$ cat src/rtl/core/aal_pkg.sv
`timescale 1ns / 1ps

package aal_pkg;

  // ledger geometry
  localparam int ENTRIES = 16;
  localparam int IDX_W   = (ENTRIES > 1) ? $clog2(ENTRIES) : 1;
  localparam int CNT_W   = $clog2(ENTRIES + 1);
  localparam int KEY_W   = 48;
  localparam int DATA_W  = 64;
  localparam int CFG_W   = 5;

  // request operation codes
  typedef enum logic [2:0] {
    MODE_RECV    = 3'd0,
    MODE_SEND    = 3'd1,
    MODE_PROVE   = 3'd2,
    MODE_RELEASE = 3'd3,
    MODE_ERASE   = 3'd4,
    MODE_QUERY   = 3'd5
  } mode_t;

  // result status codes
  typedef enum logic [2:0] {
    STAT_RECORDED = 3'd0,
    STAT_ALLOWED  = 3'd1,
    STAT_INVALID  = 3'd2,
    STAT_FULL     = 3'd3,
    STAT_PROVEN   = 3'd4,
    STAT_OVERFLOW = 3'd5,
    STAT_LIMIT    = 3'd6,
    STAT_DONE     = 3'd7
  } status_t;

  // one account as held in the count memory
  typedef struct packed {
    logic [DATA_W-1:0] rec;
    logic [DATA_W-1:0] snt;
    logic              prv;
  } acct_t;

  // tag search result
  typedef struct packed {
    logic             hit;
    logic [IDX_W-1:0] hit_idx;
    logic             free_ok;
    logic [IDX_W-1:0] free_idx;
  } tag_look_t;

  // tag store update
  typedef struct packed {
    logic             clear;
    logic             alloc;
    logic             free;
    logic [IDX_W-1:0] idx;
    logic [KEY_W-1:0] key;
  } tag_upd_t;

  // registered arithmetic for one request
  typedef struct packed {
    acct_t           cur;
    logic [DATA_W:0] rec_sum;
    logic [DATA_W:0] snt_sum;
    logic [DATA_W-1:0] limit;
    logic [DATA_W:0] rec_dif;
    logic [DATA_W:0] snt_dif;
  } acct_calc_t;

endpackage

$ cat src/rtl/core/aal_tags.sv
`timescale 1ns / 1ps

module aal_tags (
  input  logic                           clk,
  input  logic                           rst_n,
  input  logic [aal_pkg::KEY_W-1:0]      look_key,
  input  logic [aal_pkg::CNT_W-1:0]      act,
  input  aal_pkg::tag_upd_t              upd,
  output aal_pkg::tag_look_t             look,
  output logic [aal_pkg::CNT_W-1:0]      cnt
);

  logic [aal_pkg::ENTRIES-1:0] used_r;
  logic [aal_pkg::KEY_W-1:0]   key_r [aal_pkg::ENTRIES];
  logic [aal_pkg::CNT_W-1:0]   cnt_r;

  // parallel key compare, lowest matching and lowest free entry within span
  always_comb begin
    look = '0;
    for (int i = aal_pkg::ENTRIES - 1; i >= 0; i--) begin
      if (used_r[i] && (key_r[i] == look_key) && (int'(act) > i)) begin
        look.hit     = 1'b1;
        look.hit_idx = aal_pkg::IDX_W'(i);
      end
      if (!used_r[i] && (int'(act) > i)) begin
        look.free_ok  = 1'b1;
        look.free_idx = aal_pkg::IDX_W'(i);
      end
    end
  end

  // occupancy bits and fill count
  always_ff @(posedge clk) begin
    if (!rst_n) begin
      used_r <= '0;
      cnt_r  <= '0;
    end else if (upd.clear) begin
      used_r <= '0;
      cnt_r  <= '0;
    end else if (upd.alloc) begin
      used_r[upd.idx] <= 1'b1;
      cnt_r           <= cnt_r + 1'b1;
    end else if (upd.free) begin
      used_r[upd.idx] <= 1'b0;
      cnt_r           <= cnt_r - 1'b1;
    end
  end

  // endpoint keys
  always_ff @(posedge clk) begin
    if (upd.alloc) begin
      key_r[upd.idx] <= upd.key;
    end
  end

  assign cnt = cnt_r;

  a_cnt_matches: assert property (@(posedge clk) disable iff (!rst_n)
    int'(cnt_r) == $countones(used_r))
    else $error("fill count differs from occupied entries");

  a_upd_excl: assert property (@(posedge clk) disable iff (!rst_n)
    !(upd.alloc && upd.free))
    else $error("allocate and free in the same cycle");

  a_alloc_free_slot: assert property (@(posedge clk) disable iff (!rst_n)
    upd.alloc && !upd.clear |-> !used_r[upd.idx])
    else $error("allocation into an occupied entry");

endmodule

$ cat src/rtl/core/aal_count_ram.sv
`timescale 1ns / 1ps

module aal_count_ram (
  input  logic                      clk,
  input  logic                      we,
  input  logic [aal_pkg::IDX_W-1:0] waddr,
  input  aal_pkg::acct_t            wdata,
  input  logic                      re,
  input  logic [aal_pkg::IDX_W-1:0] raddr,
  output aal_pkg::acct_t            rdata
);

  aal_pkg::acct_t mem [aal_pkg::ENTRIES];
  aal_pkg::acct_t rdata_r;

  // write port
  always_ff @(posedge clk) begin
    if (we) begin
      mem[waddr] <= wdata;
    end
  end

  // registered read port
  always_ff @(posedge clk) begin
    if (re) begin
      rdata_r <= mem[raddr];
    end
  end

  assign rdata = rdata_r;

endmodule

$ cat src/rtl/core/aal_account.sv
`timescale 1ns / 1ps

module aal_account (
  input  logic                       clk,
  input  logic                       en,
  input  logic                       hit,
  input  aal_pkg::acct_t             rdata,
  input  logic [aal_pkg::DATA_W-1:0] bytes,
  input  logic [aal_pkg::DATA_W-1:0] rel,
  output aal_pkg::acct_calc_t        calc
);

  aal_pkg::acct_t        cur;
  logic [aal_pkg::DATA_W+1:0] triple;
  aal_pkg::acct_calc_t   calc_nxt;
  aal_pkg::acct_calc_t   calc_r;

  // a fresh account starts from zero
  assign cur = hit ? rdata : '0;

  // sums, differences and the saturated three-times limit
  always_comb begin
    triple = {2'b00, cur.rec} + {1'b0, cur.rec, 1'b0};
    calc_nxt.cur     = cur;
    calc_nxt.rec_sum = {1'b0, cur.rec} + {1'b0, bytes};
    calc_nxt.snt_sum = {1'b0, cur.snt} + {1'b0, bytes};
    calc_nxt.limit   = (|triple[aal_pkg::DATA_W+1:aal_pkg::DATA_W]) ?
                       '1 : triple[aal_pkg::DATA_W-1:0];
    calc_nxt.rec_dif = {1'b0, cur.rec} - {1'b0, bytes};
    calc_nxt.snt_dif = {1'b0, cur.snt} - {1'b0, rel};
  end

  always_ff @(posedge clk) begin
    if (en) begin
      calc_r <= calc_nxt;
    end
  end

  assign calc = calc_r;

endmodule

$ cat src/rtl/core/anti_amplification_ledger.sv
`timescale 1ns / 1ps
// flow: a request is accepted only while idle, then runs in turn through key search
//   with count memory read, the arithmetic stage, then decision and write-back; the
//   next request is taken only after write-back, which waits while a held result is stalled
// reset: every entry is free (occupancy bits cleared at once, no clearing pass),
//   active_entries is 16 and no result is pending

module anti_amplification_ledger (
  input  logic                       clk,
  input  logic                       rst_n,
  input  logic                       in_valid,
  output logic                       in_stall,
  input  logic [2:0]                 in_mode,
  input  logic [47:0]                in_endpoint_key,
  input  logic [63:0]                in_byte_count,
  input  logic [63:0]                in_sent_release_count,
  output logic                       out_valid,
  input  logic                       out_stall,
  output logic [2:0]                 out_status,
  output logic                       out_entry_found,
  output logic [63:0]                out_received_total,
  output logic [63:0]                out_sent_total,
  output logic                       out_proven_flag,
  output logic [4:0]                 out_entries_in_use,
  input  logic                       cfg_valid,
  output logic                       cfg_ready,
  input  logic [4:0]                 cfg_active_entries
);

  typedef enum logic [3:0] {
    ST_IDLE = 4'b0001,
    ST_LOOK = 4'b0010,
    ST_CALC = 4'b0100,
    ST_DONE = 4'b1000
  } state_t;

  state_t state_r, state_nxt;

  logic [2:0]                      mode_r;
  logic [aal_pkg::KEY_W-1:0]       key_r;
  logic [aal_pkg::DATA_W-1:0]      bytes_r;
  logic [aal_pkg::DATA_W-1:0]      rel_r;
  logic                            hit_r;
  logic                            room_r;
  logic [aal_pkg::IDX_W-1:0]       idx_r;
  logic [aal_pkg::CNT_W-1:0]       act_r;

  aal_pkg::tag_look_t              look;
  aal_pkg::tag_upd_t               upd;
  logic [aal_pkg::CNT_W-1:0]       tag_cnt;
  logic [aal_pkg::IDX_W-1:0]       look_idx;
  aal_pkg::acct_t                  ram_rdata;
  aal_pkg::acct_calc_t             calc;

  logic                            in_acc;
  logic                            cfg_we;
  logic                            cfg_ok;
  logic                            done_go;
  logic                            alloc, free, wr, keep;
  aal_pkg::status_t                st;
  aal_pkg::acct_t                  res;
  logic [aal_pkg::CNT_W-1:0]       cnt_after;

  logic                            out_valid_r;
  aal_pkg::status_t                out_status_r;
  logic                            out_found_r;
  aal_pkg::acct_t                  out_acct_r;
  logic [4:0]                      out_used_r;

  assign in_stall  = (state_r != ST_IDLE);
  assign cfg_ready = (state_r == ST_IDLE);
  assign in_acc    = in_valid && !in_stall;
  assign cfg_we    = cfg_valid && cfg_ready;
  assign cfg_ok    = (cfg_active_entries != '0) &&
                     (int'(cfg_active_entries) <= aal_pkg::ENTRIES);
  assign done_go   = (state_r == ST_DONE) && (!out_valid_r || !out_stall);
  assign look_idx  = look.hit ? look.hit_idx : look.free_idx;

  // sequencer
  always_comb begin
    state_nxt = state_r;
    unique case (state_r)
      ST_IDLE: if (in_acc) state_nxt = ST_LOOK;
      ST_LOOK: state_nxt = ST_CALC;
      ST_CALC: state_nxt = ST_DONE;
      ST_DONE: if (done_go) state_nxt = ST_IDLE;
      default: state_nxt = ST_IDLE;
    endcase
  end

  always_ff @(posedge clk) begin
    if (!rst_n) begin
      state_r <= ST_IDLE;
      act_r   <= aal_pkg::CNT_W'(aal_pkg::ENTRIES);
    end else begin
      state_r <= state_nxt;
      if (cfg_we && cfg_ok) begin
        act_r <= aal_pkg::CNT_W'(cfg_active_entries);
      end
    end
  end

  // request capture
  always_ff @(posedge clk) begin
    if (in_acc) begin
      mode_r  <= in_mode;
      key_r   <= in_endpoint_key;
      bytes_r <= in_byte_count;
      rel_r   <= in_sent_release_count;
    end
  end

  // search result, also the count memory write-back address
  always_ff @(posedge clk) begin
    if (state_r == ST_LOOK) begin
      hit_r  <= look.hit;
      room_r <= look.hit || look.free_ok;
      idx_r  <= look_idx;
    end
  end

  aal_tags u_tags (
    .clk      (clk),
    .rst_n    (rst_n),
    .look_key (key_r),
    .act      (act_r),
    .upd      (upd),
    .look     (look),
    .cnt      (tag_cnt)
  );

  aal_count_ram u_ram (
    .clk   (clk),
    .we    (wr && done_go),
    .waddr (idx_r),
    .wdata (res),
    .re    (state_r == ST_LOOK),
    .raddr (look_idx),
    .rdata (ram_rdata)
  );

  aal_account u_acct (
    .clk   (clk),
    .en    (state_r == ST_CALC),
    .hit   (hit_r),
    .rdata (ram_rdata),
    .bytes (bytes_r),
    .rel   (rel_r),
    .calc  (calc)
  );

  // per-operation decision
  always_comb begin
    st    = aal_pkg::STAT_DONE;
    res   = calc.cur;
    wr    = 1'b0;
    alloc = 1'b0;
    free  = 1'b0;
    keep  = hit_r;
    unique case (mode_r)
      aal_pkg::MODE_RECV: begin
        if (key_r == '0) begin
          st   = aal_pkg::STAT_INVALID;
          keep = 1'b0;
        end else if (!room_r) begin
          st   = aal_pkg::STAT_FULL;
          keep = 1'b0;
        end else begin
          keep  = 1'b1;
          alloc = !hit_r;
          wr    = 1'b1;
          if (calc.cur.prv) begin
            st = aal_pkg::STAT_PROVEN;
          end else if (calc.rec_sum[aal_pkg::DATA_W]) begin
            st = aal_pkg::STAT_OVERFLOW;
          end else begin
            res.rec = calc.rec_sum[aal_pkg::DATA_W-1:0];
            st      = aal_pkg::STAT_RECORDED;
          end
        end
      end
      aal_pkg::MODE_SEND: begin
        if (!hit_r) begin
          st = aal_pkg::STAT_INVALID;
        end else if (calc.cur.prv) begin
          st = aal_pkg::STAT_PROVEN;
        end else if (calc.snt_sum[aal_pkg::DATA_W] ||
                     (calc.snt_sum[aal_pkg::DATA_W-1:0] > calc.limit)) begin
          st = aal_pkg::STAT_LIMIT;
        end else begin
          res.snt = calc.snt_sum[aal_pkg::DATA_W-1:0];
          wr      = 1'b1;
          st      = aal_pkg::STAT_ALLOWED;
        end
      end
      aal_pkg::MODE_PROVE: begin
        if (hit_r) begin
          res.prv = 1'b1;
          wr      = 1'b1;
        end
      end
      aal_pkg::MODE_RELEASE: begin
        if (hit_r && !calc.rec_dif[aal_pkg::DATA_W] && !calc.snt_dif[aal_pkg::DATA_W]) begin
          res.rec = calc.rec_dif[aal_pkg::DATA_W-1:0];
          res.snt = calc.snt_dif[aal_pkg::DATA_W-1:0];
          if ((res.rec == '0) && (res.snt == '0)) begin
            free = 1'b1;
            keep = 1'b0;
          end else begin
            wr = 1'b1;
          end
        end
      end
      aal_pkg::MODE_ERASE: begin
        if (hit_r) begin
          free = 1'b1;
          keep = 1'b0;
        end
      end
      default: begin
        // query, and the unused codes that behave as query
      end
    endcase
  end

  // tag updates: clearing from a register write, otherwise from write-back
  always_comb begin
    upd       = '0;
    upd.clear = cfg_we && cfg_ok;
    upd.alloc = alloc && done_go;
    upd.free  = free && done_go;
    upd.idx   = idx_r;
    upd.key   = key_r;
  end

  always_comb begin
    if (alloc) begin
      cnt_after = tag_cnt + 1'b1;
    end else if (free) begin
      cnt_after = tag_cnt - 1'b1;
    end else begin
      cnt_after = tag_cnt;
    end
  end

  // result register
  always_ff @(posedge clk) begin
    if (!rst_n) begin
      out_valid_r <= 1'b0;
    end else if (done_go) begin
      out_valid_r <= 1'b1;
    end else if (!out_stall) begin
      out_valid_r <= 1'b0;
    end
  end

  always_ff @(posedge clk) begin
    if (done_go) begin
      out_status_r <= st;
      out_found_r  <= hit_r;
      out_acct_r   <= keep ? res : '0;
      out_used_r   <= 5'(cnt_after);
    end
  end

  assign out_valid          = out_valid_r;
  assign out_status         = out_status_r;
  assign out_entry_found    = out_found_r;
  assign out_received_total = out_acct_r.rec;
  assign out_sent_total     = out_acct_r.snt;
  assign out_proven_flag    = out_acct_r.prv;
  assign out_entries_in_use = out_used_r;

  a_accept_starts: assert property (@(posedge clk) disable iff (!rst_n)
    in_acc |=> state_r == ST_LOOK)
    else $error("accepted request did not start a search");

  a_result_from_done: assert property (@(posedge clk) disable iff (!rst_n)
    $rose(out_valid_r) |-> $past(state_r) == ST_DONE)
    else $error("result presented outside write-back");

  a_cfg_clears: assert property (@(posedge clk) disable iff (!rst_n)
    cfg_we && cfg_ok |=> tag_cnt == '0)
    else $error("register write did not clear the ledger");

endmodule

$ cat config.mk
export PLATFORM = sky130hd
export DESIGN_NAME = anti_amplification_ledger
export DESIGN_NICKNAME = d
export VERILOG_FILES = /design/src/rtl/core/aal_pkg.sv /design/src/rtl/core/aal_tags.sv /design/src/rtl/core/aal_count_ram.sv /design/src/rtl/core/aal_account.sv /design/src/rtl/core/anti_amplification_ledger.sv
export SDC_FILE = /design/constraint.sdc
export NUM_CORES = 2
export LEC_CHECK = 0
export BUFFER_PORTS_ARGS = -buffer_cell sky130_fd_sc_hd__buf_2
export CELL_PAD_IN_SITES_DETAIL_PLACEMENT = 1
export CELL_PAD_IN_SITES_GLOBAL_PLACEMENT = 2
export CORE_UTILIZATION = 42
export DETAILED_ROUTE_END_ITERATION = 6
export PLACE_DENSITY_LB_ADDON = 0.1
export SKIP_LAST_GASP = 1
export SYNTH_ARGS = -nofsm -noshare
export SYNTH_HDL_FRONTEND = slang
export SYNTH_HIERARCHICAL = 1
export SYNTH_SLANG_ARGS = --single-unit
$ cat constraint.sdc
create_clock -name clk -period 33.4 [get_ports clk]
set_clock_uncertainty 0.15 [all_clocks]
set_input_delay 0 -clock clk [delete_from_list [all_inputs] [get_ports clk]]
set_output_delay 0 -clock clk [all_outputs]
set_load 0.01 [all_outputs]
Word level (Yosys, flattened, before mapping)
Memory sizes are Yosys's and may differ from the RTL's. A register that Yosys moved wholly into a read port is not among the register bits. Cells that the tools add are included.

Input bits: 189. Memories kept: 2. Output and inout port bits: 141. Bits in writable memories: 2832. Flip-flop bits (word level): 807. Bits in read-only memories: 0. Word-level logic and storage cells: 270. Bits in latches: 0.

Memory list: u_ram.mem (depth 16, bits a word 129, rd ports 1, clocked after Yosys merged registers in 1, wr ports 1, line aal_count_ram.sv:13) `aal_pkg::acct_t mem [aal_pkg::ENTRIES];`; u_tags.key_r (depth 16, bits a word 48, rd ports 16, clocked after Yosys merged registers in 0, wr ports 1, line aal_tags.sv:14) `logic [aal_pkg::KEY_W-1:0] key_r [aal_pkg::ENTRIES];`.

Shifts and indexed selects: 0. Add/sub/neg operators: 7. Muxes and demuxes: 89. Reductions and logical operators: 94. Multipliers: 0. Bitwise operators: 4. Divide/modulo/power cells: 0. $lt $le $gt $ge: 20. Equality and inequality tests: 28.

Operators by type and width (number): == test 48 bit (16); 2-to-1 mux 64 bit (7); one-hot mux 64 bit (2 select lines) (2); 2-to-1 mux 5 bit (36); adder 64 x 64 -> 65 bit (2); subtractor 64 x 64 -> 65 bit (2); 2-to-1 mux 129 bit (1); zero test 64 bit (2); 2-to-1 mux 128 bit (1); adder 64 x 65 -> 66 bit (1); > comparator 64 bit (1); logical AND 1 bit (60); zero test 48 bit (1); > comparator 5 x 4 -> 1 bit (second input constant) (8); 2-to-1 mux 16 bit (2); 2-to-1 mux 1 bit (24); zero test 1 bit (22); 2-to-1 mux 3 bit (7); > comparator 5 x 3 -> 1 bit (second input constant) (4); AND 16 bit (1); inverter 16 bit (1); bitwise OR 16 bit (1); one-hot mux 4 bit (4 select lines) (1); 2-to-1 mux 4 bit (3); other kinds (29) (36).

Logic depth before layout (Yosys ltp)
Word-level depth: 20. Gate-level depth with buffers: 30. Gate-level depth less buffers: 17.

By module
The synthesis kept the hierarchy.

Modules (own cells, without submodules): aal_count_ram (seq. area each 65853.2 um^2, cells an instance 3370, area an instance 81605.8 um^2, instances 1); aal_account (seq. area each 13573.0 um^2, cells an instance 4441, area an instance 38455.6 um^2, instances 1); aal_tags (seq. area each 23482.5 um^2, cells an instance 2209, area an instance 33792.4 um^2, instances 1); anti_amplification_ledger (seq. area each 9899.5 um^2, cells an instance 1397, area an instance 16731.0 um^2, instances 1).

Worst setup path before layout
Ideal clock, no wire load.

Path type: reg-to-reg. Start: reg state_r[0]. End: reg u_acct.calc_r (netlist bit u_acct/calc[0]) (enable). Setup slack: 0.620 ns. Period minus slack after synthesis: 32.780 ns. Cell stages (with the launch flop): 3. Arrival time: 30.805 ns. Cells stage by stage: dfxtp_1 > nand2b_1 > nor3_1.

Longest elaborated chain between the ends: 1.

RTL lines: start, declared (line anti_amplification_ledger.sv:37) `state_t state_r, state_nxt;`; start signal, assigned (line anti_amplification_ledger.sv:96) `state_r <= state_nxt;`; == test 4 x 3 -> 1 bit (line anti_amplification_ledger.sv:144) `.en (state_r == ST_CALC),`; end signal, assigned (line aal_account.sv:35) `calc_r <= calc_nxt;`; end, declared (line aal_account.sv:16) `aal_pkg::acct_calc_t calc_r;`.

No other way between the ends. A chain may end at the register's enable or synchronous reset.

==> run summary <==
leakage - 64.4 nW
vias in the first global route - 111k
met3 Use GR - 0.0481
clk root buf - clkbuf_16
H-tree depth - 5
relative slew slack - -0.0354
Final Critical Period - 8.34 ns
Slew Limit Fails - 26
Mapped Area - 0.171 mm²
largest stage delay on the critical path - 0.76 ns
CP required - 33.96 ns
vias - 110k
global placement routability congestion - 0.945
drt initial violations - 12.1k
post_cts resized - 0
crit path kind - register to register
GRT Total Usage - 0.300
P&R area growth vs syn - 15.0%
I/O pin total - 330
setup TNS - 0 ns
Startpoint Class - register
Mean Syn Cell Area - 14.9 µm²
number of synthesized flops with an enable pin - 3736
Post-synth ARST share - 0
violations in the final reports - slew limit
Core Area - 0.403 mm²
pwr dens - 55.1 mW/mm²
HPWL after DPL - 406 mm
status - complete, but fails checks
sequential share of the synthesized area - 0.661
Netlist cell types - 123
total CTS buffers - 409
Max VDD drop - 50.7 µV
final setup violation count - 0
fin nets - 12.6k
met2 usage - 0.475
Seq cells post-synth - 3767
Max-cap violations - 0
CP bufs+invs - 5
clock sink count - 3767
Fmax - 120 MHz
final period utilization - 0.250
grt total ovfl - 0
Initial Util - 0.423
Arr. time, crit path - 8.90 ns
PortBufs - 329
Final Hold Vio Count - 0
initial antenna violation count - 38
RSZ-0062 raised after global routing - false
crit-path cells - buf_4 -> buf_4 -> xnor2_1 -> nand4_1 -> nor3_1 -> nand4_1 -> o31ai_1 -> nor2_1 -> nand4_1 -> mux2_8 -> buf_12 -> buf_4 -> buf_12 -> mux4_2 -> a22oi_1 -> nand2_1
Die Wd - 639 µm
DIE AREA - 0.409 mm²
Rows - 233
busiest layer in global routing - met2
Tot Pwr - 10.8 mW
met1 usage in global routing - 0.440
worst-margin pin slew - 1.55 ns
worst skew pair latency - 1.01 ns
worst-path fanout max - 109
Post-Syn Nets - 11.8k
final wirelength - 625 mm
die height - 639 µm
Hold Path Class - input pin to register
Placed Instances - 16.8k
Yosys Warn Count - 6
post-route ant nets - 0
first-pass GRT wire length - 869 mm
DR DRC count - 0
CTS max path bufs - 4
top_reg_cell synth - edfxtp_1
vias per cell - 6.12
largest net degree at the start of global routing - 149
first drt pass iteration count - 6
post-DR wirelength/cell - 34.9 µm
TritonCTS clock tree - done
CTS clock-pin slew for the worst setup and hold paths - 0.06 ns
crit path capture type - register
Critical-path top delay cell - buf_4
final std cells w/o fill - 17.9k
Top delay family on crit path - buffers and inverters
Mapped Cells - 11.4k
ratio of cells with drive above 1 in the final layout - 0.166
[layout by cell type, fill, tap and decap left out, types with 134 or more instances in the layout]
cell type,netlist,routed
a21oi_1,484,484
a22oi_1,387,387
and2_1,139,134
buf_2,250,329
buf_4,44,315
clkbuf_16,0,413
dlygate4sd3_1,0,383
edfxtp_1,3736,3736
ha_1,238,238
inv_1,358,340
mux4_2,487,487
nand2_1,659,659
nand2b_1,142,140
nand4_1,193,193
nor2_1,391,373
nor4_1,170,161
o21ai_0,408,406
o22ai_1,156,156
xnor2_1,699,699
xor2_1,454,454
[area by class of cell]
| cell class | instances | area (µm²) |
|---|---|---|
| diodes | 17 | 42.5 |
| clock buffers | 478 | 10600 |
| clock inverters | 283 | 3020 |
| fillers | 39101 | 207000 |
| inverters | 373 | 1410 |
| multi-input cells | 6561 | 53400 |
| flip-flops and latches | 3767 | 113000 |
| well taps | 5405 | 6760 |
| repair buffers | 1046 | 8220 |
[flip-flops by register name, summed over array words and instances, names as in the netlist, named ones only]
name	cells
act_r	5
bytes_r	64
hit_r	1
idx_r	4
key_r	48
mode_r	3
out_entries_in_use	5
out_entry_found	1
out_proven_flag	1
out_received_total	64
out_sent_total	64
out_status	3
out_valid	1
rel_r	64
room_r	1
state_r	4
u_acct/calc	452
u_ram/mem	2064
u_ram/rdata	129
u_tags/cnt	5
u_tags/key_r	768
[kinds of logic (layout without fill, tap and decap cells)]
group                    count (synthesis)  after routing  synth area share
AO/OA/AOI/OAI                         2397           2397            0.0973
multiplexers                           574            574            0.0698
buffers and inverters                 1089           2180            0.0279
AND/OR/NAND/NOR                       2143           2143            0.0635
XOR/XNOR                              1156           1156            0.0595
flip-flops                            3767           3767             0.661
adder cells (fa/ha/maj)                291            291            0.0206
other                                    0             17                 0
[worst reg2reg max path, delay by kind of cell, from the launching register on]
kind,cells,cell delay (ns)
DFF,1,0.32
AOI/OAI and AO/OA,2,0.56
buffers and inverters,5,3.01
and+or+nand+nor,6,2.30
muxes,2,1.53
xor gates and xnor gates,1,0.17
[final timing paths]
check                                  startpoint              to  slack [ns]  cells after the start
worst min-delay path            in_byte_count[24]     bytes_r[24]        0.11                      3
worst max register to register          key_r[36]  u_ram/rdata[3]       25.06                     16
worst max-delay path                    key_r[36]  u_ram/rdata[3]       25.06                     16
worst min register to register          out_valid       out_valid        0.37                      2
[routing by layer]
metal	up-vias	routed length, µm
li1	45982	-
met1	58833	277000
met2	4332	288000
met3	637	46600
met4	0	13000
met5	-	0
[cells in the mapped netlist, drive strengths merged, types with 14 or more instances]
library cell	count	area, µm²
a41oi	14	130
mux2i	28	280
and3	21	136
mux4	487	11000
a31o	14	123
nor3	92	465
a21o	121	908
edfxtp	3736	112000
a211oi	16	120
nand4	196	1250
o211ai	28	225
ha	238	2980
a22oi	467	3910
o31ai	46	378
nor4	175	1130
and2	139	870
o22ai	156	976
a32o	41	410
xnor2	702	6170
o32ai	22	200
nand3	114	581
a21boi	19	143
a221oi	35	343
nor2	391	1470
mux2	59	664
maj3	52	521
a32oi	33	289
nor2b	79	494
dfxtp	31	621
inv	369	1390
o221ai	31	272
o21a	35	263
xor2	454	3980
a21oi	485	2430
a31oi	82	526
nand2b	142	888
a22o	88	771
o21ai	474	2380
or3	21	131
or2	25	156
clkbuf	352	1320
buf	364	2040
nand2	660	2480
o21bai	55	413
[where the power goes]
part | total, mW | internal [mW] | switching, mW
sequential | 5.32 | 5.27 | 0.0497
combinational | 0.859 | 0.268 | 0.591
clock | 4.65 | 2.67 | 1.98
[timing repair]
item / CTS / global route
hold buffers: 383 / 0
setup buffers: 0 / 0
setup endpoints to repair: 0 / 0
endpoints found under the hold margin: 375 / 0
[stage by stage]
stage / utilization / setup WS, ns / cell area, µm² / hold slack, ns
2_1_floorplan: - / 0.620 / 171000 / -0.0881
3_3_place_gp: 0.443 / 25.20 / 179000 / 0.0261
3_5_place_dp: 0.443 / 25.03 / 179000 / 0.0283
4_1_cts: 0.486 / 25.00 / 196000 / 0.0115
5_1_grt: 0.486 / 24.58 / 196000 / 0.0886
6_report: 0.486 / 25.06 / 196000 / 0.107
(Power assumes the default switching activity.)
